<file path="config.mk">
export PLATFORM = sky130hd
export DESIGN_NAME = message_freshness_monitor
export DESIGN_NICKNAME = d
export VERILOG_FILES = /design/src/hw/rtl/mfm_pkg.sv /design/src/hw/rtl/mfm_table.sv /design/src/hw/rtl/mfm_judge.sv /design/src/hw/rtl/message_freshness_monitor.sv
export SDC_FILE = /design/constraint.sdc
export NUM_CORES = 1
export LEC_CHECK = 0
export BUFFER_PORTS_ARGS = -buffer_cell sky130_fd_sc_hd__buf_2
export CAP_MARGIN = 20
export CELL_PAD_IN_SITES_DETAIL_PLACEMENT = 1
export CELL_PAD_IN_SITES_GLOBAL_PLACEMENT = 1
export CORE_ASPECT_RATIO = 0.5
export CORE_UTILIZATION = 50
export DETAILED_ROUTE_END_ITERATION = 7
export GPL_TIMING_DRIVEN = 0
export PLACE_DENSITY = 0.78
export SYNTH_ARGS = -nofsm -noshare
export SYNTH_HDL_FRONTEND = slang
export SYNTH_SLANG_ARGS = --single-unit
</file>
<file path="constraint.sdc">
create_clock -name clk -period 6.2 [get_ports clk]
set_clock_uncertainty 0.2 [all_clocks]
set_input_delay 0.62 -clock clk [delete_from_list [all_inputs] [get_ports clk]]
set_output_delay 0.62 -clock clk [all_outputs]
set_load 0.01 [all_outputs]
</file>
<file path="src/hw/rtl/mfm_pkg.sv">
// ----------------------------------------------------------------------------
// mfm_pkg
// Shared types and codes of the message freshness monitor: command, status
// and state codes, the table entry, the result and the write request.
// ----------------------------------------------------------------------------
package mfm_pkg;

	localparam int NUM_MSGS_DEF = 16;
	localparam int ID_W         = 4;
	localparam int TIME_W       = 32;
	localparam int CMD_W        = 3;

	typedef enum logic [CMD_W-1:0] {
		CMD_RX       = 3'd0,
		CMD_TX       = 3'd1,
		CMD_QSTATE   = 3'd2,
		CMD_QHEALTH  = 3'd3,
		CMD_CHECKALL = 3'd4,
		CMD_LOAD     = 3'd5
	} cmd_t;

	typedef enum logic [1:0] {
		ST_OK      = 2'd0,
		ST_INVALID = 2'd1,
		ST_DIRMIS  = 2'd2
	} status_t;

	typedef enum logic [1:0] {
		MS_UNSEEN = 2'd0,
		MS_FRESH  = 2'd1,
		MS_STALE  = 2'd2
	} mstate_t;

	localparam logic DIR_RX = 1'b0;
	localparam logic DIR_TX = 1'b1;

	typedef enum logic [2:0] {
		S_IDLE  = 3'd0,
		S_LOOK  = 3'd1,
		S_SCAN  = 3'd2,
		S_SDONE = 3'd3,
		S_EXEC  = 3'd4
	} fsm_t;

	// One message as read back from the table.
	typedef struct packed {
		logic              defined;
		logic              seen;
		logic              direction;
		logic              mandatory;
		logic [TIME_W-1:0] timeout;
		logic [TIME_W-1:0] last_time;
	} entry_t;

	// Write request into the table.
	typedef struct packed {
		logic              desc_we;
		logic              time_we;
		logic              defined;
		logic              direction;
		logic              mandatory;
		logic [TIME_W-1:0] timeout;
		logic [TIME_W-1:0] now;
	} wr_t;

	typedef struct packed {
		status_t status;
		mstate_t msg_state;
		logic    healthy;
		logic    seen;
	} result_t;

	typedef struct packed {
		result_t res;
		logic    ev_ok;
		logic    load_ok;
		logic    elem_ok;
	} judge_t;

endpackage

</file>
<file path="src/hw/rtl/mfm_table.sv">
// ----------------------------------------------------------------------------
// mfm_table
// Message table: descriptor and timestamp memories with a registered read
// port, plus defined and seen flags that reset clears.
// ----------------------------------------------------------------------------
module mfm_table #(
	parameter int NUM_MSGS = mfm_pkg::NUM_MSGS_DEF
) (
	input  logic                        clk,
	input  logic                        arst_n,
	input  logic [$clog2(NUM_MSGS)-1:0] rd_idx,
	output mfm_pkg::entry_t             rd_entry,
	input  logic [$clog2(NUM_MSGS)-1:0] wr_idx,
	input  mfm_pkg::wr_t                wr
);
	import mfm_pkg::*;

	localparam int DESC_W = TIME_W + 2;

	logic [DESC_W-1:0] desc_mem [NUM_MSGS];
	logic [TIME_W-1:0] time_mem [NUM_MSGS];
	logic [NUM_MSGS-1:0] def_q;
	logic [NUM_MSGS-1:0] seen_q;

	logic [DESC_W-1:0] desc_s1;
	logic [TIME_W-1:0] time_s1;
	logic              def_s1;
	logic              seen_s1;

	always_ff @(posedge clk) begin
		if (wr.desc_we) begin
			desc_mem[wr_idx] <= {wr.direction, wr.mandatory, wr.timeout};
		end
		if (wr.time_we) begin
			time_mem[wr_idx] <= wr.now;
		end
		desc_s1 <= desc_mem[rd_idx];
		time_s1 <= time_mem[rd_idx];
	end

	always_ff @(posedge clk or negedge arst_n) begin
		if (!arst_n) begin
			def_q   <= '0;
			seen_q  <= '0;
			def_s1  <= 1'b0;
			seen_s1 <= 1'b0;
		end else begin
			if (wr.desc_we) begin
				def_q[wr_idx] <= wr.defined;
			end
			if (wr.time_we) begin
				seen_q[wr_idx] <= 1'b1;
			end
			def_s1  <= def_q[rd_idx];
			seen_s1 <= seen_q[rd_idx];
		end
	end

	always_comb begin
		rd_entry.defined   = def_s1;
		rd_entry.seen      = seen_s1;
		rd_entry.direction = desc_s1[DESC_W-1];
		rd_entry.mandatory = desc_s1[DESC_W-2];
		rd_entry.timeout   = desc_s1[TIME_W-1:0];
		rd_entry.last_time = time_s1;
	end

endmodule

</file>
<file path="src/hw/rtl/mfm_judge.sv">
// ----------------------------------------------------------------------------
// mfm_judge
// Command evaluation: id and direction checks, wrap-safe freshness, health
// and the per-entry verdict used by the check-all scan.
// ----------------------------------------------------------------------------
module mfm_judge (
	input  mfm_pkg::cmd_t                cmd,
	input  logic                         id_valid,
	input  logic [mfm_pkg::TIME_W-1:0]   now,
	input  mfm_pkg::entry_t              ent,
	input  logic                         hl_acc,
	output mfm_pkg::judge_t              jdg
);
	import mfm_pkg::*;

	logic [TIME_W-1:0] elapsed;
	logic              fresh;
	logic              eligible;
	logic              want_dir;

	assign elapsed  = now - ent.last_time;
	assign fresh    = (ent.timeout == '0) || (elapsed <= ent.timeout);
	assign eligible = ent.defined && (ent.direction == DIR_RX) && ent.mandatory;
	assign want_dir = (cmd == CMD_TX) ? DIR_TX : DIR_RX;

	always_comb begin
		jdg               = '0;
		jdg.res.status    = ST_OK;
		jdg.res.msg_state = MS_UNSEEN;
		jdg.res.seen      = id_valid && ent.seen;
		jdg.elem_ok       = !eligible || (ent.seen && fresh);
		unique case (cmd)
			CMD_RX, CMD_TX: begin
				if (!id_valid || !ent.defined) begin
					jdg.res.status = ST_INVALID;
				end else if (ent.direction != want_dir) begin
					jdg.res.status = ST_DIRMIS;
				end else begin
					jdg.ev_ok    = 1'b1;
					jdg.res.seen = 1'b1;
				end
			end
			CMD_QSTATE: begin
				if (!id_valid || !ent.defined) begin
					jdg.res.status = ST_INVALID;
				end else if (ent.seen) begin
					jdg.res.msg_state = fresh ? MS_FRESH : MS_STALE;
				end
			end
			CMD_QHEALTH: begin
				if (!id_valid || !ent.defined) begin
					jdg.res.status = ST_INVALID;
				end else begin
					jdg.res.healthy = eligible && ent.seen && fresh;
				end
			end
			CMD_CHECKALL: begin
				jdg.res.healthy = hl_acc;
			end
			CMD_LOAD: begin
				if (!id_valid) begin
					jdg.res.status = ST_INVALID;
				end else begin
					jdg.load_ok = 1'b1;
				end
			end
			default: begin
				// unused command codes: report the seen mark only
			end
		endcase
	end

endmodule

</file>
<file path="src/hw/rtl/message_freshness_monitor.sv">
// ----------------------------------------------------------------------------
// message_freshness_monitor
// Per-message freshness monitor over a descriptor and timestamp table.
// ----------------------------------------------------------------------------
// One item goes in on the slave side, one result item comes out on the
// master side for each. Events, queries and loads pass through accept, then
// table read, then evaluate and write back; check-all walks ids 1 to
// NUM_MSGS-1 through the single table read port, one id a cycle. A result
// waits in the output register while the next item is accepted; the block
// stalls only when a new result is ready and the old one has not been
// taken. The defined and seen flags clear at reset, so the table is usable
// right after reset without a clearing pass.
// ----------------------------------------------------------------------------
module message_freshness_monitor #(
	parameter int NUM_MSGS = mfm_pkg::NUM_MSGS_DEF
) (
	input  logic        clk,
	input  logic        arst_n,
	input  logic        s_tvalid,
	output logic        s_tready,
	// msg_id[3:0], now_ms[35:4], desc_defined[36], desc_direction[37],
	// desc_mandatory[38], desc_timeout[70:39], zero pad[71]
	input  logic [71:0] s_tdata,
	// cmd[2:0]
	input  logic [2:0]  s_tuser,
	output logic        m_tvalid,
	input  logic        m_tready,
	// status[1:0], msg_state[3:2], healthy[4], seen[5], zero pad[7:6]
	output logic [7:0]  m_tdata
);
	import mfm_pkg::*;

	localparam int IW = $clog2(NUM_MSGS);
	localparam logic [IW-1:0] SCAN_FIRST = IW'(1);
	localparam logic [IW-1:0] SCAN_LAST  = IW'(NUM_MSGS - 1);

	fsm_t state_q, state_d;

	// captured item
	logic [CMD_W-1:0]  cmd_q;
	logic [ID_W-1:0]   id_q;
	logic [TIME_W-1:0] now_q;
	logic              def_q;
	logic              dir_q;
	logic              mand_q;
	logic [TIME_W-1:0] tmo_q;

	logic [IW-1:0]     scan_idx_q;
	logic              live_s1;
	logic              hl_q;
	logic              m_tvalid_q;
	logic [7:0]        m_tdata_q;

	logic              accept;
	logic              out_free;
	logic              fire;
	logic              id_valid;
	logic [IW+ID_W-1:0] id_wide;
	logic [IW-1:0]     id_idx;
	logic [IW-1:0]     rd_idx;
	entry_t            entry;
	wr_t               wr;
	judge_t            jdg;

	assign id_wide  = {{IW{1'b0}}, id_q};
	assign id_idx   = id_wide[IW-1:0];
	assign id_valid = (id_q != '0) && (32'(id_q) < 32'(NUM_MSGS));
	assign out_free = !m_tvalid_q || m_tready;

	// next state
	always_comb begin
		state_d = state_q;
		unique case (state_q)
			S_IDLE: begin
				if (s_tvalid) begin
					state_d = (cmd_t'(s_tuser) == CMD_CHECKALL) ? S_SCAN : S_LOOK;
				end
			end
			S_LOOK: begin
				state_d = S_EXEC;
			end
			S_SCAN: begin
				if (scan_idx_q == SCAN_LAST) begin
					state_d = S_SDONE;
				end
			end
			S_SDONE: begin
				state_d = S_EXEC;
			end
			S_EXEC: begin
				if (out_free) begin
					state_d = S_IDLE;
				end
			end
			default: begin
				state_d = S_IDLE;
			end
		endcase
	end

	// control outputs of the sequencer
	always_comb begin
		s_tready = (state_q == S_IDLE);
		accept   = s_tready && s_tvalid;
		fire     = (state_q == S_EXEC) && out_free;
		rd_idx   = (state_q == S_SCAN) ? scan_idx_q : id_idx;
	end

	always_ff @(posedge clk or negedge arst_n) begin
		if (!arst_n) begin
			state_q    <= S_IDLE;
			scan_idx_q <= SCAN_FIRST;
			live_s1    <= 1'b0;
			hl_q       <= 1'b1;
			m_tvalid_q <= 1'b0;
		end else begin
			state_q <= state_d;
			// scan entry read this cycle gets judged next cycle
			live_s1 <= (state_q == S_SCAN);
			if (accept) begin
				scan_idx_q <= SCAN_FIRST;
				hl_q       <= 1'b1;
			end else begin
				if (state_q == S_SCAN) begin
					scan_idx_q <= scan_idx_q + IW'(1);
				end
				// drop to unhealthy on the first failing mandatory rx id
				if (live_s1 && !jdg.elem_ok) begin
					hl_q <= 1'b0;
				end
			end
			if (fire) begin
				m_tvalid_q <= 1'b1;
			end else if (m_tready) begin
				m_tvalid_q <= 1'b0;
			end
		end
	end

	// hold the item's payload for the whole operation
	always_ff @(posedge clk) begin
		if (accept) begin
			cmd_q  <= s_tuser;
			id_q   <= s_tdata[3:0];
			now_q  <= s_tdata[35:4];
			def_q  <= s_tdata[36];
			dir_q  <= s_tdata[37];
			mand_q <= s_tdata[38];
			tmo_q  <= s_tdata[70:39];
		end
		if (fire) begin
			m_tdata_q <= {2'b00, jdg.res.seen, jdg.res.healthy,
				jdg.res.msg_state, jdg.res.status};
		end
	end

	// write back only when the result goes to the output register
	always_comb begin
		wr.desc_we   = fire && jdg.load_ok;
		wr.time_we   = fire && jdg.ev_ok;
		wr.defined   = def_q;
		wr.direction = dir_q;
		wr.mandatory = mand_q;
		wr.timeout   = tmo_q;
		wr.now       = now_q;
	end

	mfm_table #(
		.NUM_MSGS(NUM_MSGS)
	) u_table (
		.clk     (clk),
		.arst_n  (arst_n),
		.rd_idx  (rd_idx),
		.rd_entry(entry),
		.wr_idx  (id_idx),
		.wr      (wr)
	);

	mfm_judge u_judge (
		.cmd     (cmd_t'(cmd_q)),
		.id_valid(id_valid),
		.now     (now_q),
		.ent     (entry),
		.hl_acc  (hl_q),
		.jdg     (jdg)
	);

	assign m_tvalid = m_tvalid_q;
	assign m_tdata  = m_tdata_q;

endmodule

</file>
==> run_results.csv <==
group,metric,value,unit
global_routing,grt_pass1_vias,27786,
clock_tree,cts_tree,"done",
clock_tree,cts_resized,0,
worst_setup_path,critPathCaptureType,"register",
worst_setup_path,cp.required,6430,ps
clock_tree,path_clk_slew,70,ps
drt,via_count,26178,
floorplan,core,95690,um^2
yosys,asyncSetResetFlopFracSynth,3.531,%
clock_tree,clock_sinks,1246,
yosys,ys_warn_count,0,
global_routing,grt-ovfl-total,0,
drt,drt_iter0_markers,3142,
place,gp_congestion,0.8626,
yosys,synthCells,2481,
drt,ant_nets,0,
worst_setup_path,path_cells,"ha_1 > nor2b_1 > o2111ai_1 > nand4_1 > a221oi_2 > o21ai_0 > a311oi_1 > o21ai_1 > xor2_1 > ha_1 > nand4_1 > or3_1 > nor2_1 > o21ai_0 > a21oi_1 > o21ai_0",
timing,max_freq,0.1741,GHz
final_layout,diodes,0,
final_layout,fin_nets,3002,
final_layout,final_util,58.75,%
clock_tree,ctsLongestPathBuffers,3,
job,cap_violations,0,
floorplan,initial_utilization,50.68,%
final_layout,synthToLayoutAreaGrowth,15.93,%
yosys,synthesis.area,48500,um^2
power_and_ir_drop,vdd_drop_max,0.2394,mV
global_routing,grt_antenna_before_repair,5,
status,status,"finished, final reports clean",
global_routing,grt_pass1_wl,192400,um
yosys,yosys-top-cells-area,"edfxtp_1, mux4_2, dfxtp_1",
yosys,ys.flop_type,"edfxtp_1",
drt,drc,0,
worst_setup_path,cpMostUsedCell,"o21ai_0",
worst_hold_path,hold_class,"in2reg",
final_layout,drive_gt1_share,23.52,%
global_routing,track_usage,27.17,%
timing,slew_violations,0,
timing,rsz0062_at_grt,"false",
clock_tree,postCtsHoldBufs,75,
power_and_ir_drop,p_total,23.18,mW
floorplan,num_rows,80,
worst_setup_path,path_class,"reg2reg",
yosys,ys_types,54,
timing,tightest_slew,1129,ps
drt,wirelength,132600,um
clock_tree,post-cts-setup-buffer-count,0,
timing,period_share,92.65,%
place,hpwlAfterDp,81390,um
yosys,synth.top_cell.area_share,70.34,%
place,io_buffers,85,
floorplan,die_h,222.2,um
floorplan,ioPinCount,89,
power_and_ir_drop,powerDensity,412.3,nW/um^2
clock_tree,insertion_delay,730,ps
worst_setup_path,cp-start-kind,"register",
power_and_ir_drop,p_leak,19.04,nW
yosys,ys_ff_latch,1246,
worst_setup_path,cp_num_buf_inv,0,
yosys,yosys.area.top_type,"edfxtp_1",
clock_tree,cts_buffers,108,
drt,first_pass_iters,5,
floorplan,die_w,442.4,um
timing,final-hold-violation-count,0,
yosys,yosysSeqAreaShare,75.34,%
worst_setup_path,cp.arrival,5970,ps
clock_tree,h-tree-depth,3,
timing,timing.slew.headroom,24.75,%
yosys,synth_edf_count,1136,
timing,setup_viol,0,
global_routing,grt_max_degree,45,
worst_setup_path,path_max_fanout,18,
floorplan,dieArea,98320,um^2
drt,viasPerCell,6.200,
timing,period_needed,5744,ps
worst_setup_path,critical-path-top-delay-family,"compound AO/OA/AOI/OAI gates",
worst_setup_path,max_stage_delay,710,ps
worst_setup_path,cpMaxStageDelayCell,"edfxtp_1",
clock_tree,root_buffer,"clkbuf_16",
drt,wl_per_cell,31.41,um
yosys,synth_area_per_cell,19.55,um^2
layer usage:
layer,track usage [%],part of all wire (%),vias to the layer above
li1,-,-,10658
met1,36.36,39,13899
met2,44.84,49,1342
met3,6.331,8.9,277
met4,7.975,3.0,2
met5,0,0.0098,-
registers in the layout (all words and copies together) (netlist names), 3 cells and up:
| signal | flops |
|---|---|
| tmo_q | 32 |
| u_table.desc_mem | 544 |
| u_table.seen_q | 16 |
| id_idx | 4 |
| state_q | 3 |
| now_q | 32 |
| u_table.time_s1 | 32 |
| u_table.desc_s1 | 34 |
| u_table.def_q | 16 |
| cmd_q | 3 |
| m_tdata | 6 |
| scan_idx_q | 4 |
| u_table.time_mem | 512 |
final timing paths:
check	startpoint	endpoint	slack, ps	cells past startpoint
worst min register to register	u_table.seen_q[9]	u_table.seen_q[9]	280	1
worst max register to register	now_q[1]	m_tdata[4]	460	16
max in group asynchronous	arst_n	hl_q	4910	3
worst min-delay path	m_tready	m_tvalid	60	3
worst max-delay path	now_q[1]	m_tdata[4]	460	16
min in group asynchronous	arst_n	state_q[2]	260	2
layout make-up:
class	instances	area, um^2
plain buffers	119	605.6
clock buffers	152	3050
clock inverters	51	628.1
fillers	8296	39470
inverters	73	274.0
multi-input cells	1110	11580
flip-flops and latches	1246	36540
well taps	1271	1590
repair buffers	200	1961
tightest hold or removal path, stage by stage:
cell and delay (ps):
buf_2 70, nand2b_1 170, nand2_1 70
power breakdown:
part           internal [mW]  switching (mW)
clock                   4.02            3.11
combinational           2.21            3.28
sequential              9.91           0.651
cell families (layout without fill, tap and decap cells):
family | count (synthesis) | count (layout) | share of synthesized area [%]
other cells | 1 | 68 | 0.007732
mux | 294 | 294 | 13.13
fa+ha+maj | 65 | 65 | 1.692
xor+xnor | 33 | 33 | 0.5960
compound gates | 263 | 263 | 3.620
simple gates | 387 | 387 | 3.803
flops | 1246 | 1246 | 75.34
buf+inv | 192 | 595 | 1.814
through the flow:
| step | area (um^2) | hold slack [ps] | setup slack [ps] | instances | setup TNS, ps |
|---|---|---|---|---|---|
| 6_report | 56220 | 63.01 | 455.7 | 4222 | 0 |
| 5_1_grt | 56220 | 89.74 | 60.96 | 4222 | 0 |
| 3_5_place_dp | 51770 | 258.4 | 653.0 | 3943 | 0 |
| 4_1_cts | 56200 | 24.42 | 463.0 | 4221 | 0 |
| 3_3_place_gp | 50770 | 236.4 | -955.0 | 3904 | -72870 |
| 2_1_floorplan | 48750 | 124.4 | 1827 | 2548 | 0 |
synth_stat cells (3+ instances only):
cell / number
or2_2: 18
a211oi_1: 70
and3_1: 4
mux2i_1: 5
nor4_1: 10
nor2_1: 55
xnor2_1: 21
o21a_1: 7
nor3_1: 11
nand2_1: 169
a21o_1: 28
xor2_1: 12
o22ai_1: 3
dfrtp_1: 42
edfxtp_1: 1136
buf_2: 37
o211ai_1: 4
clkbuf_1: 58
o21ai_0: 18
a21oi_1: 39
and2_1: 68
nand2b_1: 13
mux2_2: 17
mux4_2: 272
nor2b_1: 11
ha_1: 64
a31oi_1: 74
buf_6: 6
o21bai_1: 3
buf_4: 18
nand3_1: 9
nand4_1: 16
dfxtp_1: 66
inv_1: 73
cell usage in the layout (no fill, tap or decap), types with 12 or more instances in the layout:
| cell | n |
|---|---|
| dlygate4sd3_1 | 75 |
| inv_1 | 73 |
| conb_1 | 68 |
| nor2_1 | 25 |
| clkbuf_16 | 110 |
| buf_2 | 122 |
| a31oi_1 | 74 |
| xnor2_1 | 21 |
| mux2_2 | 17 |
| edfxtp_1 | 1136 |
| clkbuf_1 | 86 |
| dfrtp_1 | 42 |
| clkbuf_8 | 14 |
| nor2_4 | 30 |
| and2_1 | 68 |
| a21o_1 | 28 |
| clkinv_2 | 17 |
| ha_1 | 64 |
| buf_12 | 30 |
| nand4_1 | 16 |
| mux4_2 | 272 |
| or2_2 | 18 |
| o21ai_0 | 18 |
| xor2_1 | 12 |
| buf_4 | 18 |
| a211oi_1 | 70 |
| nand2_1 | 169 |
| dfxtp_1 | 66 |
| a21oi_1 | 39 |
| nand2b_1 | 13 |
| clkinv_1 | 12 |
| bufinv_16 | 14 |
No activity file was read; power rests on OpenSTA's default activity.
